### config.mk
export PLATFORM = sky130hd
export DESIGN_NAME = terminal_escape_key_decoder
export DESIGN_NICKNAME = d
export VERILOG_FILES = /design/src/rtl/tekd_pkg.sv /design/src/rtl/tekd_decode.sv /design/src/rtl/tekd_res_fifo.sv /design/src/rtl/terminal_escape_key_decoder.sv
export SDC_FILE = /design/constraint.sdc
export NUM_CORES = 1
export LEC_CHECK = 0
export ABC_AREA = 1
export BUFFER_PORTS_ARGS = -buffer_cell sky130_fd_sc_hd__buf_2
export CAP_MARGIN = 0
export CORE_UTILIZATION = 45
export DETAILED_ROUTE_END_ITERATION = 6
export PLACE_DENSITY_LB_ADDON = 0.3
export REMOVE_ABC_BUFFERS = 1
export SYNTH_ARGS = -nofsm -noshare
export SYNTH_HDL_FRONTEND = slang
export SYNTH_SLANG_ARGS = --single-unit
### constraint.sdc
create_clock -name clk_i -period 4.2 [get_ports clk_i]
set_clock_uncertainty 0.1 [all_clocks]
set_input_delay 0 -clock clk_i [delete_from_list [all_inputs] [get_ports clk_i]]
set_output_delay 0 -clock clk_i [all_outputs]
set_load 0.01 [all_outputs]
### src/rtl/tekd_pkg.sv
`default_nettype none

package tekd_pkg;

  // special bytes of the terminal stream
  localparam logic [7:0] ByteEsc   = 8'h1B;
  localparam logic [7:0] ByteDel   = 8'h7F;
  localparam logic [7:0] ByteBs    = 8'h08;
  localparam logic [7:0] ByteSs3   = 8'h4F;  // 'O'
  localparam logic [7:0] ByteCsi   = 8'h5B;  // '['
  localparam logic [7:0] ByteTilde = 8'h7E;
  localparam logic [7:0] ByteSemi  = 8'h3B;
  localparam logic [7:0] ByteOne   = 8'h31;
  localparam logic [7:0] ByteThree = 8'h33;
  localparam logic [7:0] ByteFive  = 8'h35;
  localparam logic [7:0] ByteEight = 8'h38;
  localparam logic [7:0] ByteUpC   = 8'h43;  // 'C'
  localparam logic [7:0] ByteUpD   = 8'h44;  // 'D'

  // result queue: one byte makes at most two results
  localparam int unsigned ResDepth = 3;
  localparam int unsigned CntW     = 2;
  localparam int unsigned NumW     = 4;

  typedef enum logic [4:0] {
    KEY_PLAIN      = 5'd0,
    KEY_ESC        = 5'd1,
    KEY_UP         = 5'd2,
    KEY_DOWN       = 5'd3,
    KEY_RIGHT      = 5'd4,
    KEY_LEFT       = 5'd5,
    KEY_HOME       = 5'd6,
    KEY_END        = 5'd7,
    KEY_INSERT     = 5'd8,
    KEY_DELETE     = 5'd9,
    KEY_PGUP       = 5'd10,
    KEY_PGDN       = 5'd11,
    KEY_ALT_BKSP   = 5'd12,
    KEY_ALT_D      = 5'd13,
    KEY_ALT_RIGHT  = 5'd14,
    KEY_ALT_LEFT   = 5'd15,
    KEY_CTRL_RIGHT = 5'd16,
    KEY_CTRL_LEFT  = 5'd17
  } key_e;

  // how far into a sequence the decoder is
  typedef enum logic [2:0] {
    ST_IDLE,
    ST_ESC,
    ST_SS3,
    ST_CSI,
    ST_CSI_NUM,
    ST_CSI_SEMI,
    ST_CSI_MOD5,
    ST_CSI_MOD3
  } state_e;

  typedef enum logic [1:0] {
    M_NONE,
    M_PREFIX,
    M_DONE
  } match_e;

  typedef struct packed {
    key_e       key;
    logic [7:0] chr;
    logic       last;
  } result_t;

  typedef struct packed {
    logic    push0;
    logic    push1;
    result_t res0;
    result_t res1;
  } dec_out_t;

  // single byte after esc
  function automatic key_e alt_key(input logic [7:0] b);
    key_e k;
    unique case (b)
      ByteDel, ByteBs: k = KEY_ALT_BKSP;
      8'h64:           k = KEY_ALT_D;      // 'd'
      8'h66:           k = KEY_ALT_RIGHT;  // 'f'
      8'h62:           k = KEY_ALT_LEFT;   // 'b'
      default:         k = KEY_PLAIN;
    endcase
    return k;
  endfunction

  // final letter after 'O' or '['
  function automatic key_e arrow_key(input logic [7:0] b);
    key_e k;
    unique case (b)
      8'h41:   k = KEY_UP;
      8'h42:   k = KEY_DOWN;
      8'h43:   k = KEY_RIGHT;
      8'h44:   k = KEY_LEFT;
      8'h48:   k = KEY_HOME;
      8'h46:   k = KEY_END;
      default: k = KEY_PLAIN;
    endcase
    return k;
  endfunction

  // '[' digit '~' forms, digit given as its low nibble
  function automatic key_e tilde_key(input logic [NumW-1:0] n);
    key_e k;
    unique case (n)
      4'd1, 4'd7: k = KEY_HOME;
      4'd2:       k = KEY_INSERT;
      4'd3:       k = KEY_DELETE;
      4'd4, 4'd8: k = KEY_END;
      4'd5:       k = KEY_PGUP;
      4'd6:       k = KEY_PGDN;
      default:    k = KEY_PLAIN;
    endcase
    return k;
  endfunction

endpackage

`default_nettype wire

### src/rtl/tekd_decode.sv
`default_nettype none

module tekd_decode (
  input  wire logic               clk_i,
  input  wire logic               rst_ni,
  input  wire logic               accept_i,
  input  wire logic [7:0]         byte_i,
  output tekd_pkg::dec_out_t      dec_o
);

  tekd_pkg::state_e                 state_q, state_d;
  logic [tekd_pkg::NumW-1:0]        num_q, num_d;

  tekd_pkg::match_e                 match;
  tekd_pkg::key_e                   hit;
  tekd_pkg::state_e                 pfx_state;
  logic [tekd_pkg::NumW-1:0]        pfx_num;

  // match the byte against the sequences that are still open
  always_comb begin
    match     = tekd_pkg::M_NONE;
    hit       = tekd_pkg::KEY_PLAIN;
    pfx_state = tekd_pkg::ST_IDLE;
    pfx_num   = num_q;
    unique case (state_q)
      tekd_pkg::ST_IDLE: begin
        match = tekd_pkg::M_NONE;
      end
      tekd_pkg::ST_ESC: begin
        hit = tekd_pkg::alt_key(byte_i);
        priority if (hit != tekd_pkg::KEY_PLAIN) begin
          match = tekd_pkg::M_DONE;
        end else if (byte_i == tekd_pkg::ByteSs3) begin
          match     = tekd_pkg::M_PREFIX;
          pfx_state = tekd_pkg::ST_SS3;
        end else if (byte_i == tekd_pkg::ByteCsi) begin
          match     = tekd_pkg::M_PREFIX;
          pfx_state = tekd_pkg::ST_CSI;
        end else begin
          match = tekd_pkg::M_NONE;
        end
      end
      tekd_pkg::ST_SS3: begin
        hit = tekd_pkg::arrow_key(byte_i);
        if (hit != tekd_pkg::KEY_PLAIN) begin
          match = tekd_pkg::M_DONE;
        end
      end
      tekd_pkg::ST_CSI: begin
        hit = tekd_pkg::arrow_key(byte_i);
        priority if (hit != tekd_pkg::KEY_PLAIN) begin
          match = tekd_pkg::M_DONE;
        end else if (byte_i >= tekd_pkg::ByteOne && byte_i <= tekd_pkg::ByteEight) begin
          match     = tekd_pkg::M_PREFIX;
          pfx_state = tekd_pkg::ST_CSI_NUM;
          pfx_num   = byte_i[tekd_pkg::NumW-1:0];
        end else begin
          match = tekd_pkg::M_NONE;
        end
      end
      tekd_pkg::ST_CSI_NUM: begin
        priority if (byte_i == tekd_pkg::ByteTilde) begin
          match = tekd_pkg::M_DONE;
          hit   = tekd_pkg::tilde_key(num_q);
        end else if (num_q == tekd_pkg::NumW'(1) && byte_i == tekd_pkg::ByteSemi) begin
          match     = tekd_pkg::M_PREFIX;
          pfx_state = tekd_pkg::ST_CSI_SEMI;
        end else begin
          match = tekd_pkg::M_NONE;
        end
      end
      tekd_pkg::ST_CSI_SEMI: begin
        priority if (byte_i == tekd_pkg::ByteFive) begin
          match     = tekd_pkg::M_PREFIX;
          pfx_state = tekd_pkg::ST_CSI_MOD5;
        end else if (byte_i == tekd_pkg::ByteThree) begin
          match     = tekd_pkg::M_PREFIX;
          pfx_state = tekd_pkg::ST_CSI_MOD3;
        end else begin
          match = tekd_pkg::M_NONE;
        end
      end
      tekd_pkg::ST_CSI_MOD5: begin
        priority if (byte_i == tekd_pkg::ByteUpC) begin
          match = tekd_pkg::M_DONE;
          hit   = tekd_pkg::KEY_CTRL_RIGHT;
        end else if (byte_i == tekd_pkg::ByteUpD) begin
          match = tekd_pkg::M_DONE;
          hit   = tekd_pkg::KEY_CTRL_LEFT;
        end else begin
          match = tekd_pkg::M_NONE;
        end
      end
      tekd_pkg::ST_CSI_MOD3: begin
        priority if (byte_i == tekd_pkg::ByteUpC) begin
          match = tekd_pkg::M_DONE;
          hit   = tekd_pkg::KEY_ALT_RIGHT;
        end else if (byte_i == tekd_pkg::ByteUpD) begin
          match = tekd_pkg::M_DONE;
          hit   = tekd_pkg::KEY_ALT_LEFT;
        end else begin
          match = tekd_pkg::M_NONE;
        end
      end
    endcase
  end

  // next state
  always_comb begin
    state_d = state_q;
    num_d   = num_q;
    if (accept_i) begin
      if (state_q == tekd_pkg::ST_IDLE) begin
        if (byte_i == tekd_pkg::ByteEsc) begin
          state_d = tekd_pkg::ST_ESC;
        end
      end else begin
        unique case (match)
          tekd_pkg::M_DONE: begin
            state_d = tekd_pkg::ST_IDLE;
          end
          tekd_pkg::M_PREFIX: begin
            state_d = pfx_state;
            num_d   = pfx_num;
          end
          default: begin
            // esc right after esc keeps an escape pending
            if (state_q == tekd_pkg::ST_ESC && byte_i == tekd_pkg::ByteEsc) begin
              state_d = tekd_pkg::ST_ESC;
            end else begin
              state_d = tekd_pkg::ST_IDLE;
            end
          end
        endcase
      end
    end
  end

  // results of this byte
  always_comb begin
    dec_o = '0;
    dec_o.res0.key = tekd_pkg::KEY_PLAIN;
    dec_o.res1.key = tekd_pkg::KEY_PLAIN;
    if (accept_i) begin
      if (state_q == tekd_pkg::ST_IDLE) begin
        dec_o.push0     = (byte_i != tekd_pkg::ByteEsc);
        dec_o.res0.chr  = byte_i;
        dec_o.res0.last = 1'b1;
      end else begin
        unique case (match)
          tekd_pkg::M_DONE: begin
            dec_o.push0     = 1'b1;
            dec_o.res0.key  = hit;
            dec_o.res0.last = 1'b1;
          end
          tekd_pkg::M_PREFIX: begin
            dec_o.push0 = 1'b0;
          end
          default: begin
            // unknown first byte: lone esc, then the byte afresh;
            // longer unknown sequences vanish
            if (state_q == tekd_pkg::ST_ESC) begin
              dec_o.push0     = 1'b1;
              dec_o.res0.key  = tekd_pkg::KEY_ESC;
              dec_o.res0.last = (byte_i == tekd_pkg::ByteEsc);
              dec_o.push1     = (byte_i != tekd_pkg::ByteEsc);
              dec_o.res1.chr  = byte_i;
              dec_o.res1.last = 1'b1;
            end
          end
        endcase
      end
    end
  end

  always_ff @(posedge clk_i or negedge rst_ni) begin
    if (!rst_ni) begin
      state_q <= tekd_pkg::ST_IDLE;
    end else begin
      state_q <= state_d;
    end
  end

  always_ff @(posedge clk_i) begin
    num_q <= num_d;
  end

endmodule

`default_nettype wire

### src/rtl/tekd_res_fifo.sv
`default_nettype none

module tekd_res_fifo (
  input  wire logic               clk_i,
  input  wire logic               rst_ni,
  input  wire tekd_pkg::dec_out_t dec_i,
  input  wire logic               pop_i,
  output tekd_pkg::result_t       head_o,
  output logic                    valid_o,
  output logic                    busy_o
);

  tekd_pkg::result_t              ent_q [tekd_pkg::ResDepth];
  tekd_pkg::result_t              ent_d [tekd_pkg::ResDepth];
  logic [tekd_pkg::CntW-1:0]      cnt_q, cnt_d;
  logic [tekd_pkg::CntW-1:0]      base;

  // shift out the head, then append new results behind what is left
  always_comb begin
    base = cnt_q - tekd_pkg::CntW'(pop_i);
    for (int i = 0; i < tekd_pkg::ResDepth; i++) begin
      if (pop_i && i < tekd_pkg::ResDepth - 1) begin
        ent_d[i] = ent_q[i+1];
      end else begin
        ent_d[i] = ent_q[i];
      end
      if (dec_i.push0 && base == tekd_pkg::CntW'(i)) begin
        ent_d[i] = dec_i.res0;
      end
      if (dec_i.push1 && base + tekd_pkg::CntW'(1) == tekd_pkg::CntW'(i)) begin
        ent_d[i] = dec_i.res1;
      end
    end
    cnt_d = base + tekd_pkg::CntW'(dec_i.push0) + tekd_pkg::CntW'(dec_i.push1);
  end

  always_ff @(posedge clk_i or negedge rst_ni) begin
    if (!rst_ni) begin
      cnt_q <= '0;
    end else begin
      cnt_q <= cnt_d;
    end
  end

  always_ff @(posedge clk_i) begin
    ent_q <= ent_d;
  end

  assign head_o  = ent_q[0];
  assign valid_o = (cnt_q != '0);
  // room for two more results only while at most one is queued
  assign busy_o  = (cnt_q > tekd_pkg::CntW'(1));

endmodule

`default_nettype wire

### src/rtl/terminal_escape_key_decoder.sv
// output: each result is registered into the result queue, whose head drives the ports
// throughput: one byte per cycle while the queue is not busy; a byte that makes two
//   results (lone esc then the byte itself) holds input off until the queue drains
// rate set by the three-entry result queue, which takes bytes while it holds <= 1
// reset: rst_ni async active low, decoder back to idle and result queue empty
`default_nettype none

module terminal_escape_key_decoder (
  input  wire logic       clk_i,
  input  wire logic       rst_ni,
  // byte beats in
  input  wire logic       in_valid_i,
  output logic            in_stall_o,
  input  wire logic [7:0] in_byte_i,
  // key event beats out
  output logic            out_valid_o,
  input  wire logic       out_stall_i,
  output logic [4:0]      key_code_o,
  output logic [7:0]      char_value_o,
  output logic            last_of_run_o
);

  logic                 in_acc;
  logic                 out_pop;
  logic                 q_busy;
  tekd_pkg::dec_out_t   dec;
  tekd_pkg::result_t    head;

  // the queue always has room for a two-result byte when it is not busy,
  // so input stall comes straight from a register
  assign in_stall_o = q_busy;
  assign in_acc     = in_valid_i & ~q_busy;
  assign out_pop    = out_valid_o & ~out_stall_i;

  // sequence tracker: decides this byte's results in the accept cycle
  tekd_decode u_decode (
    .clk_i    (clk_i),
    .rst_ni   (rst_ni),
    .accept_i (in_acc),
    .byte_i   (in_byte_i),
    .dec_o    (dec)
  );

  // results wait here until taken, head entry drives the ports
  tekd_res_fifo u_res_fifo (
    .clk_i   (clk_i),
    .rst_ni  (rst_ni),
    .dec_i   (dec),
    .pop_i   (out_pop),
    .head_o  (head),
    .valid_o (out_valid_o),
    .busy_o  (q_busy)
  );

  assign key_code_o    = head.key;
  assign char_value_o  = head.chr;
  assign last_of_run_o = head.last;

endmodule

`default_nettype wire

==> results of run 1 <==
-- area by class of cell --
class	count	area, µm²	area share
multi-input combinational	340	1670	0.446
timing repair buffer	33	195	0.0521
tap	99	124	0.0330
clock inverter	2	36.3	0.00968
clock buffer	6	72.6	0.0194
inverter	57	214	0.0571
sequential	55	1440	0.383
-- timing repair --
action | 4_1_cts | 5_1_grt
hold buffers | 6 | 0
setup endpoints to repair | 0 | 0
endpoints found under the hold margin | 9 | 0
-- through the flow --
step | utilization | cell area [µm²] | std cells | power (mW)
floorplan | - | 3320 | 452 | 1.42
global placement | 0.486 | 3580 | 578 | 1.64
detailed placement | 0.486 | 3580 | 578 | 1.66
CTS | 0.509 | 3750 | 592 | 2.01
global route | 0.509 | 3750 | 592 | 2.16
finish | 0.509 | 3750 | 592 | 2.01
-- cells in the mapped netlist (2+ instances only) --
master | count | area share
a211oi_1 | 2 | 0.0043
a21oi_1 | 10 | 0.014
and2_1 | 2 | 0.0036
buf_4 | 17 | 0.037
buf_6 | 2 | 0.0065
clkbuf_1 | 2 | 0.0022
dfrtp_1 | 5 | 0.036
dfxtp_1 | 19 | 0.11
edfxtp_1 | 31 | 0.27
ha_1 | 6 | 0.022
inv_1 | 48 | 0.052
inv_2 | 9 | 0.0097
nand2_1 | 147 | 0.16
nand2_2 | 7 | 0.013
nand3_1 | 22 | 0.032
nand3_2 | 4 | 0.011
nand4_1 | 10 | 0.018
nor2_1 | 42 | 0.045
nor2_2 | 5 | 0.0090
nor2_4 | 3 | 0.0097
nor3_1 | 13 | 0.019
o211ai_1 | 2 | 0.0043
o21ai_0 | 39 | 0.056
o21ai_1 | 6 | 0.0086
o22ai_1 | 6 | 0.011
or2_2 | 2 | 0.0036
-- cells by family (layout without fill, tap and decap cells) --
kind of cell	Yosys count	after routing
AND/OR/NAND/NOR	263	263
buffers and inverters	80	98
AO/OA/AOI/OAI	69	69
flip-flops	55	55
adder cells (fa/ha/maj)	7	7
XOR/XNOR	1	1
-- worst register-to-register path: stages (launching register included) --
cell	delay (ns)
dfrtp_1	0.46
nor3_1	0.59
nand3_1	0.14
o211a_1	0.15
nand2_1	0.07
inv_1	0.05
ha_1	0.39
nand2_4	0.13
nor2_2	0.13
nand2_2	0.16
nor3_4	0.44
nor2_2	0.15
inv_1	0.29
-- power by group through the flow --
stage | Clock [mW] | Combinational, mW | Sequential, mW
detailed placement | 0 | 0.809 | 0.846
CTS | 0.361 | 0.818 | 0.834
global route | 0.390 | 0.921 | 0.846
finish | 0.360 | 0.820 | 0.832
floorplan | 0 | 0.550 | 0.872
global placement | 0 | 0.801 | 0.840
-- worst paths after layout --
| path | to | slack (ns) | cells past startpoint |
|---|---|---|---|
| worst max-delay path | u_res_fifo.head_o[5]$_DFFE_PP_ | 0.63 | 16 |
| worst min-delay path | u_res_fifo.head_o[13]$_SDFFE_PP0P_ | 0.06 | 6 |
| worst max register to register | u_res_fifo.head_o[5]$_DFFE_PP_ | 0.63 | 12 |
| worst min register to register | u_res_fifo.head_o[13]$_SDFFE_PP0P_ | 0.35 | 2 |
| max in group asynchronous | u_res_fifo.cnt_q[0]$_DFF_PN0_ | 3.31 | 3 |
| min in group asynchronous | u_decode.state_q[0]$_DFFE_PN0P_ | 0.50 | 3 |
-- registers in the layout, summed over array words and instances (netlist names), named ones only --
register and flops:
u_res_fifo.head_o 14, u_decode.state_q 3, u_decode.num_q 4, u_res_fifo.ent_q 28, u_res_fifo.cnt_q 2
-- metal layers --
layer / part of all wire / wire [µm]
met4: 0.017 / 132
met1: 0.45 / 3500
met2: 0.49 / 3740
met5: 0 / 0
met3: 0.044 / 341
==> impl_results.md, run 1 <==
- Startpoint types: input pin
- Pleak: roughly 1.6 nW
- Status: finished, final reports clean
- Vias in the first global route: 2959
- Antenna Cells: 0
- Gr ovfl total: 0
- Initial core utilization: 0.473
- Met3 Use GR: 0.0254
- First-pass GRT wire length: around 13 mm
- Layout area overhead: 7.46%
- Fillcell total: roughly 730
- WP data required: a little over 4 ns
- Place WS: around 0.64 ns
- Grt peak-use layer: met2
- CTS H-tree depth: 2
- # Post-CTS Setup Buffers: 0
- Area of the mapped netlist: roughly 3500 µm²
- Hold_sp: out_stall_i
- Part of the power in registers: 0.414
- Most common cell after layout, fill and taps aside: nand2_1
- Switch Pwr: a little over 0.8 mW
- Final min period: ~3.6 ns
- CP delay by family, top: simple AND/OR/NAND/NOR gates
- Reg2reg start: u_decode.state_q[0]$_DFFE_PN0P_
- Final GP Congestion: roughly 0.96
- Post-synthesis xor/xnor area fraction: 0.00251
- Hold slack: roughly 0.06 ns
- Post-cts repair resize count: 0
- Clock Path Buffers: 2
- Cell Int Power: 1.21 mW
- Number of vias per cell: 5.21
- Final setup vio count: 0
- Pre-Repair DR Iteration Count: 7
- Antenna violations before repair: 0
- Synth warn: 0
- Residual DRC: 0
- CP Data Arrival Time: 3.47 ns
- Asr flop ratio synth: 0.0909
- Die X-Extent: about 90 µm
- Crit Path Category: in2reg
- WL per Instance: 13.0 µm
- Seq/Total Area, Yosys: 0.412
- Clk slew on worst S/H paths: ~0.10 ns
- Yosys reg bits: 55
- CTS tree: yes
- I/O pins: 28
- Post-synth top flop: edfxtp_1
- Port Buffers: 27
- Clock root buffer: clkbuf_8
- Fin crit share: 0.851
- Starting DRT DRC Count: between 200 and 250
- Gate Count Post-Synth: around 480
- Synth cell types: 40
- Most frequent cells in the layout: nand2_1, inv_1, nor2_1, o21ai_0, edfxtp_1
- Crit-path cells: dlygate4sd3_1 -> buf_2 -> nor2_1 -> nand2_1 -> a21oi_1 -> a21oi_1 -> o211a_1 -> nand2_1 -> inv_1 -> ha_1 -> nand2_4 -> nor2_2 -> nand2_2 -> nor3_4 -> nor2_2 -> inv_1
- Final hold violations: 0
- Synth Area in Simple Gates: 0.341
- GRT Total Usage: 0.200
- Largest family of logic cells by synthesized area: simple AND/OR/NAND/NOR gates
- Die Ht: around 90 µm
- RSZ-0062 raised after global routing: no
- Routing usage on met2: 0.339
- Setup TNS: 0 ns
- Syn avg cell area: about 7.3 µm²
- P per Cell Area: about 540 nW/µm²
- Final HPWL DP: between 6 and 7 mm
- Die area: 8110 µm²
- Met1 usage: 0.263
- Later-pin clock latency in the skew report: 0.31 ns
- Core box area: about 7400 µm²
- Maximum fanout along the worst path: 14
- Rows: 31
- Switching fraction of total power: 0.400
- Clock share of power: 0.179
- Num Clock Sinks: 55
- Fmax: approximately 280 MHz
- Slew Viols, Final: 0
- Mux share of post-synthesis cell area: 0
- Final nets: just over 500
- Layout cell share with drive strength beyond 1: 0.136
- Slowest stage delay, CP: 0.54 ns
- Largest net degree at the start of global routing: 24
- Crit-path slowest cell: dlygate4sd3_1
- Worst Setup SP: in_byte_i[2]
- Relative slew slack: 0.560
- Max-cap violation count: 0
- Logic pwr share: 0.408
- Post-synth EDFFs: 31
- Routed wire length: 7.72 mm
- Via count: approximately 3100
- Adder-Cell Fraction of Synth Area: 0.0273
- Peak VDD IR: roughly 0.00019 V
- WP buf/inv: 4
- Complex-gate fraction of the synthesized area: 0.108
- Endpoint class of the critical path: flip-flop
- Number of buffers created by CTS: 5
- Final worst setup slack: 0.627 ns
- Slew @ Worst Pin: approximately 0.66 ns
- Worst Hold Class: in2reg
- Post-route ant nets: 0
(Power assumes the default switching activity.)
==> inputs of run 2 (changes only) <==
Settings changed: CELL_PAD_IN_SITES_DETAIL_PLACEMENT from default to 1, CELL_PAD_IN_SITES_GLOBAL_PLACEMENT from default to 2, CORE_UTILIZATION 45 to 35.
==> run 2 against run 1 <==
Worst hold slack got worse by 0.0020 ns. First-iteration DRC count fell by 67%. Sequential cell count did not move. Clock-buffer cell count did not move. Die area rose by 28%. Cell area rose by 0.50%.
==> impl_results.md, run 2 (synthesized netlist as in run 1, its figures left out) <==
- Status: finished, final reports clean
- Later-pin clock latency in the skew report: 0.31 ns (about the same)
- Layout area overhead: 8.00%
- Crit-path cells: nor3_1 -> nand4_1 -> nor3b_1 -> nand2_1 -> ha_1 -> inv_1 -> nand2_1 -> nand3_2 -> nand3_2 -> nor2_4 -> o21ai_0 -> o211ai_1 -> nand2_1
- Slowest stage delay, CP: 0.65 ns (+0.11 ns)
- Max reg flops: 28 (unchanged)
- CP Data Arrival Time: 3.62 ns (+0.15 ns)
- Final nets: 511 (unchanged)
- CP delay by family, top: simple AND/OR/NAND/NOR gates
- WL per Instance: 14.7 µm (+12%)
- Fmax: 274 MHz (-2.1%)
- Clock share of power: 0.152 (-0.027)
- WP data required: 4.17 ns (+0.08 ns)
- Switching fraction of total power: 0.418 (+0.0188)
- Via count: 3089 (+0.16%)
- Residual DRC: 0 (unchanged)
- Pre-Repair DR Iteration Count: 4 (-3)
- Clock Path Buffers: 2 (unchanged)
- Cell Int Power: 1.15 mW (-5.1%)
- Final GP Congestion: 0.894 (-6.5%)
- I/O pins: 28 (unchanged)
- WP buf/inv: 1 (-3)
- Die Ht: 102 µm (+13%)
- Final non-filler cell total: 626 (+5.7%)
- Post-route ant nets: 0 (unchanged)
- Fin util: 0.387 (-0.121)
- Vias in the first global route: 3086 (+4.3%)
- Layout cell share with drive strength beyond 1: 0.136 (unchanged)
- Starting DRT DRC Count: 69 (-67%)
- GRT Total Usage: 0.190 (-0.00962)
- Initial core utilization: 0.359 (-0.115)
- Routed wire length: 9.17 mm (+19%)
- Gr ovfl total: 0 (unchanged)
- Most common cell after layout, fill and taps aside: nand2_1
- Antenna violations before repair: 0 (unchanged)
- Final hold violations: 0 (unchanged)
- Logic pwr share: 0.427 (+0.019)
- Most frequent CP cell: nand2_1
- CTS H-tree depth: 2 (unchanged)
- Largest net degree at the start of global routing: 24 (unchanged)
- Endpoint class of the critical path: flip-flop
- Switch Pwr: 0.825 mW (+2.6%)
- Setup TNS: 0 ns (unchanged)
- Peak VDD IR: 0.000174 V (-9.0%)
- Fin crit share: 0.869 (+0.0178)
- Final min period: 3.65 ns (+0.0749 ns)
- Crit Path Category: reg2reg
- CTS tree: yes
- Clock root buffer: clkbuf_8
- Fillcell total: 1258 (+72%)
- Dpl cell area: 3620 µm² (+1.2%)
- Startpoint types: flip-flop
- # Post-CTS Setup Buffers: 0 (unchanged)
- Part of the power in registers: 0.421 (+0.007)
- Number of buffers created by CTS: 5 (unchanged)
- Rows: 36 (+16%)
- Final setup vio count: 0 (unchanged)
- Biggest register: u_res_fifo.ent_q
- Die X-Extent: 102 µm (+13%)
- Crit-path slowest cell: nor3_1
- Worst Hold Class: in2reg
- Maximum fanout along the worst path: 23 (+9)
- Max-cap violation count: 0 (unchanged)
- Final HPWL DP: 7.42 mm (+22%)
- Antenna Cells: 0 (unchanged)
- Most frequent cells in the layout: nand2_1, inv_1, nor2_1, o21ai_0, edfxtp_1
- Design area: 3770 µm² (+0.50%)
- Pleak: 1.59 nW (-0.91%)
- Relative slew slack: 0.502 (-0.0580)
- Core box area: 9730 µm² (+32%)
- Slew Viols, Final: 0 (unchanged)
- RSZ-0062 raised after global routing: no
- Placed instance count: 612 (+5.9%)
- Num Clock Sinks: 55 (unchanged)
- Die area: 10400 µm² (+28%)
- First-pass GRT wire length: 15.3 mm (+15%)
- P per Cell Area: 523 nW/µm² (-2.5%)
- Clk slew on worst S/H paths: 0.10 ns (about the same)
- Slew @ Worst Pin: 0.742 ns (+0.0864 ns)
- Number of vias per cell: 4.93 (-5.3%)
- Port Buffers: 27 (unchanged)
[run 2: changes by cell type in the layout (fill, tap and decap cells not counted)]
cell / delta
bufinv_16: -1
clkinv_2: +1
clkinvlp_4: +1
inv_4: -1
[run 2: path summary, 6_finish.rpt]
path | startpoint | slack (ns) | endpoint | cells past startpoint
min reg2reg | u_res_fifo.head_o[12]$_SDFFE_PP0P_ | 0.35 | u_res_fifo.head_o[12]$_SDFFE_PP0P_ | 2
max | u_decode.state_q[0]$_DFFE_PN0P_ | 0.55 | u_res_fifo.head_o[5]$_DFFE_PP_ | 13
max reg2reg | u_decode.state_q[0]$_DFFE_PN0P_ | 0.55 | u_res_fifo.head_o[5]$_DFFE_PP_ | 13
max in group asynchronous | rst_ni | 3.32 | u_res_fifo.cnt_q[0]$_DFF_PN0_ | 3
min in group asynchronous | rst_ni | 0.49 | u_decode.state_q[2]$_DFFE_PN0P_ | 3
min | out_stall_i | 0.06 | u_res_fifo.head_o[13]$_SDFFE_PP0P_ | 6
[run 2: through the flow]
| stage | power (mW) | worst slack [ns] | hold slack (ns) |
|---|---|---|---|
| 6_report | 1.97 | 0.552 | 0.0596 |
| 5_1_grt | 2.13 | 0.119 | 0.0925 |
| 4_1_cts | 1.99 | 0.537 | 0.0587 |
| 3_5_place_dp | 1.69 | 0.545 | -0.279 |
| 3_3_place_gp | 1.67 | 0.635 | -0.280 |
| 2_1_floorplan | 1.42 | 1.13 | -0.396 |
[run 2: power by group through the flow]
stage | registers, mW | clock network (mW) | logic (mW)
2_1_floorplan | 0.872 | 0 | 0.550
3_3_place_gp | 0.839 | 0 | 0.832
3_5_place_dp | 0.844 | 0 | 0.845
4_1_cts | 0.832 | 0.305 | 0.853
5_1_grt | 0.850 | 0.324 | 0.961
6_report | 0.830 | 0.300 | 0.842
[run 2: cell type report]
| class | count | area, µm² | area share |
|---|---|---|---|
| clock buffer | 6 | 72.6 | 0.0193 |
| timing repair buffer | 33 | 195 | 0.0518 |
| multi-input combinational | 340 | 1670 | 0.443 |
| inverter | 57 | 214 | 0.0568 |
| tap | 133 | 166 | 0.0442 |
| clock inverter | 2 | 12.5 | 0.00332 |
| sequential | 55 | 1440 | 0.381 |
[run 2: timing repair]
action,CTS,global route
hold endpoints to repair,9,0
gates resized for setup,0,0
hold buffers,6,0
[run 2: worst reg2reg max path, stage by stage (launching register included)]
cell and delay [ns]:
dfrtp_1 0.46, nor3_1 0.65, nand4_1 0.21, nor3b_1 0.21
nand2_1 0.11, ha_1 0.31, inv_1 0.10, nand2_1 0.10
nand3_2 0.15, nand3_2 0.15, nor2_4 0.41, o21ai_0 0.25
o211ai_1 0.14, nand2_1 0.07
[run 2: metal layers]
metal / routed length (µm) / track usage / up-vias
met1: 4440 / 0.245 / 1477
met5: 0 / 0 / -
met3: 140 / 0.0212 / 8
met2: 4510 / 0.345 / 30
li1: - / - / 1574
met4: 86 / 0.0385 / 0
==> inputs of run 3 (changes only) <==
Settings changed: CORE_UTILIZATION 35 to 36, CTS_BUF_LIST from default to sky130_fd_sc_hd__clkbuf_4 sky130_fd_sc_hd__clkbuf_8.
==> run 3 against run 2 <==
First-iteration DRC count rose by 48%. Largest power group unchanged. Core utilization up 1.7 points. Worst hold slack got worse by 0.0092 ns. Register-to-register slack lost 0.02 ns. Non-clock buffer count stayed put. Global-route usage up 1.2 points.
==> impl_results.md, run 3 (synthesized netlist as in run 1, its figures left out) <==
- Status: finished, final reports clean
- Num Clock Sinks: 55 (unchanged)
- WL per Instance: 15.0 µm (+2.1%)
- I/O pins: 28 (unchanged)
- Initial core utilization: 0.374 (+0.0154)
- Final GP Congestion: 0.903 (+1.1%)
- Biggest register: u_res_fifo.ent_q
- CTS H-tree depth: 2 (unchanged)
- Final nets: 511 (unchanged)
- WP data required: 4.09 ns (-0.08 ns)
- Pleak: 1.59 nW (+0.22%)
- Sequential Area: 1440 µm² (unchanged)
- Max-cap violation count: 0 (unchanged)
- Rows: 35 (-2.8%)
- Most frequent cells in the layout: nand2_1, inv_1, nor2_1, o21ai_0, edfxtp_1
- Layout cell share with drive strength beyond 1: 0.138 (+0.00203)
- Number of buffers created by CTS: 5 (unchanged)
- Pre-Repair DR Iteration Count: 4 (unchanged)
- Post-cts repair resize count: 0 (unchanged)
- Clock root buffer: clkbuf_8
- Maximum fanout along the worst path: 14 (-39%)
- Largest net degree at the start of global routing: 24 (unchanged)
- Die area: 10100 µm² (-2.7%)
- Design Power: 1.97 mW (about the same)
- RSZ-0062 raised after global routing: no
- Number of vias per cell: 5.00 (+1.4%)
- Fin crit share: 0.873 (+0.00468)
- CP Data Arrival Time: 3.56 ns (-0.06 ns)
- Worst Hold End: u_res_fifo.head_o[13]$_SDFFE_PP0P_
- WHS Path Cells: 6 (unchanged)
- Die X-Extent: 100 µm (-1.4%)
- Residual DRC: 0 (unchanged)
- Crit Path Category: reg2reg
- Fillcell total: 1190 (-5.4%)
- Post-route ant nets: 0 (unchanged)
- Die Ht: 100 µm (-1.4%)
- Port Buffers: 27 (unchanged)
- Starting DRT DRC Count: 102 (+48%)
- Max reg flops: 28 (unchanged)
- First-pass GRT wire length: 16.0 mm (+4.7%)
- Final hold violations: 0 (unchanged)
- Later-pin clock latency in the skew report: 0.31 ns (about the same)
- CTS tree: yes
- Most common cell after layout, fill and taps aside: nand2_1
- Reg2reg end: u_res_fifo.head_o[7]$_DFFE_PP_
- Vias in the first global route: 3190 (+3.4%)
- Worst Hold Class: in2reg
- Startpoint types: flip-flop
- Clock Path Buffers: 2 (unchanged)
- R2r setup slk: 0.53 ns (-0.02 ns)
- Fin util: 0.404 (+0.0165)
- Antenna violations before repair: 0 (unchanged)
- Antenna Cells: 0 (unchanged)
- Fmax: 273 MHz (-0.54%)
- Gr ovfl total: 0 (unchanged)
- Endpoint class of the critical path: flip-flop
- # Post-CTS Setup Buffers: 0 (unchanged)
- R2R depth: 13 (unchanged)
- Final HPWL DP: 7.49 mm (+0.88%)
- Routed wire length: 9.30 mm (+1.4%)
- Final min period: 3.67 ns (+0.0196 ns)
- Setup TNS: 0 ns (unchanged)
- Via count: 3112 (+0.74%)
- P per Cell Area: 524 nW/µm² (about the same)
- Area taken by multi-input logic gates: 1670 µm² (unchanged)
- Clk slew on worst S/H paths: 0.10 ns (about the same)
- Reg2reg start: u_decode.state_q[2]$_DFFE_PN0P_
- Relative slew slack: 0.478 (-0.0238)
- Peak VDD IR: 0.000143 V (-18%)
- Final setup vio count: 0 (unchanged)
- Slew Viols, Final: 0 (unchanged)
- Layout area overhead: 7.96% (about the same)
- Slew @ Worst Pin: 0.777 ns (+0.0355 ns)
- Core box area: 9330 µm² (-4.1%)
- Hold_sp: out_stall_i
- GRT Total Usage: 0.202 (+0.0119)
-- run 3: per-layer routing --
metal	vias up	part of all wire	track usage
met5	-	0	0
met4	0	0.019	0.0680
met3	15	0.029	0.0306
met2	60	0.48	0.348
met1	1467	0.47	0.259
li1	1570	-	-
-- run 3: worst max-delay path by stage --
stage / slack [ns] / end / cells past startpoint / start
after floorplan: 1.13 / u_res_fifo.head_o[0]$_DFFE_PP_ / 12 / u_decode.state_q[0]$_DFFE_PN0P_
after global placement: 0.66 / u_res_fifo.head_o[2]$_DFFE_PP_ / 12 / u_decode.state_q[0]$_DFFE_PN0P_
after detailed placement: 0.52 / u_res_fifo.head_o[4]$_DFFE_PP_ / 13 / u_decode.state_q[2]$_DFFE_PN0P_
after CTS: 0.51 / u_res_fifo.head_o[4]$_DFFE_PP_ / 13 / u_decode.state_q[2]$_DFFE_PN0P_
after global routing: 0.09 / u_res_fifo.head_o[7]$_DFFE_PP_ / 13 / u_decode.state_q[2]$_DFFE_PN0P_
final: 0.53 / u_res_fifo.head_o[7]$_DFFE_PP_ / 13 / u_decode.state_q[2]$_DFFE_PN0P_
-- run 3: what timing repair did --
item | 4_1_cts | 5_1_grt
endpoints found under the setup margin | 0 | 0
hold buffers | 6 | 0
hold endpoints to repair | 9 | 0
-- run 3: where the power goes --
group | switching, mW | internal [mW]
registers | 0.0529 | 0.777
logic | 0.590 | 0.255
clock network | 0.174 | 0.124
total | 0.818 | 1.16
-- run 3: critical path, cell delays in order (launching register included) --
cell     delay [ns]
dfrtp_1        0.41
inv_1          0.12
nor3_1         0.61
nand3_1        0.14
o211a_1        0.15
nand2_1        0.08
inv_1          0.05
ha_1           0.39
nand2_4        0.13
nor2_2         0.13
nand2_2        0.15
nor3_4         0.45
nor2_2         0.16
inv_1          0.28
-- run 3: area by class of cell --
| cell class | count | area share |
|---|---|---|
| multi-input cells | 340 | 0.444 |
| flip-flops and latches | 55 | 0.381 |
| inverters | 57 | 0.0568 |
| repair buffers | 33 | 0.0518 |
| well taps | 129 | 0.0429 |
| clock buffers | 6 | 0.0203 |
| clock inverters | 2 | 0.00332 |
-- run 3: metrics by stage --
| stage | cells | hold slack, ns | setup slack (ns) | cell area [µm²] |
|---|---|---|---|---|
| finish | 622 | 0.0504 | 0.532 | 3770 |
| global route | 622 | 0.117 | 0.0913 | 3770 |
| CTS | 622 | 0.0495 | 0.514 | 3770 |
| detailed placement | 608 | -0.277 | 0.523 | 3620 |
| global placement | 608 | -0.279 | 0.657 | 3620 |
| floorplan | 452 | -0.396 | 1.13 | 3320 |
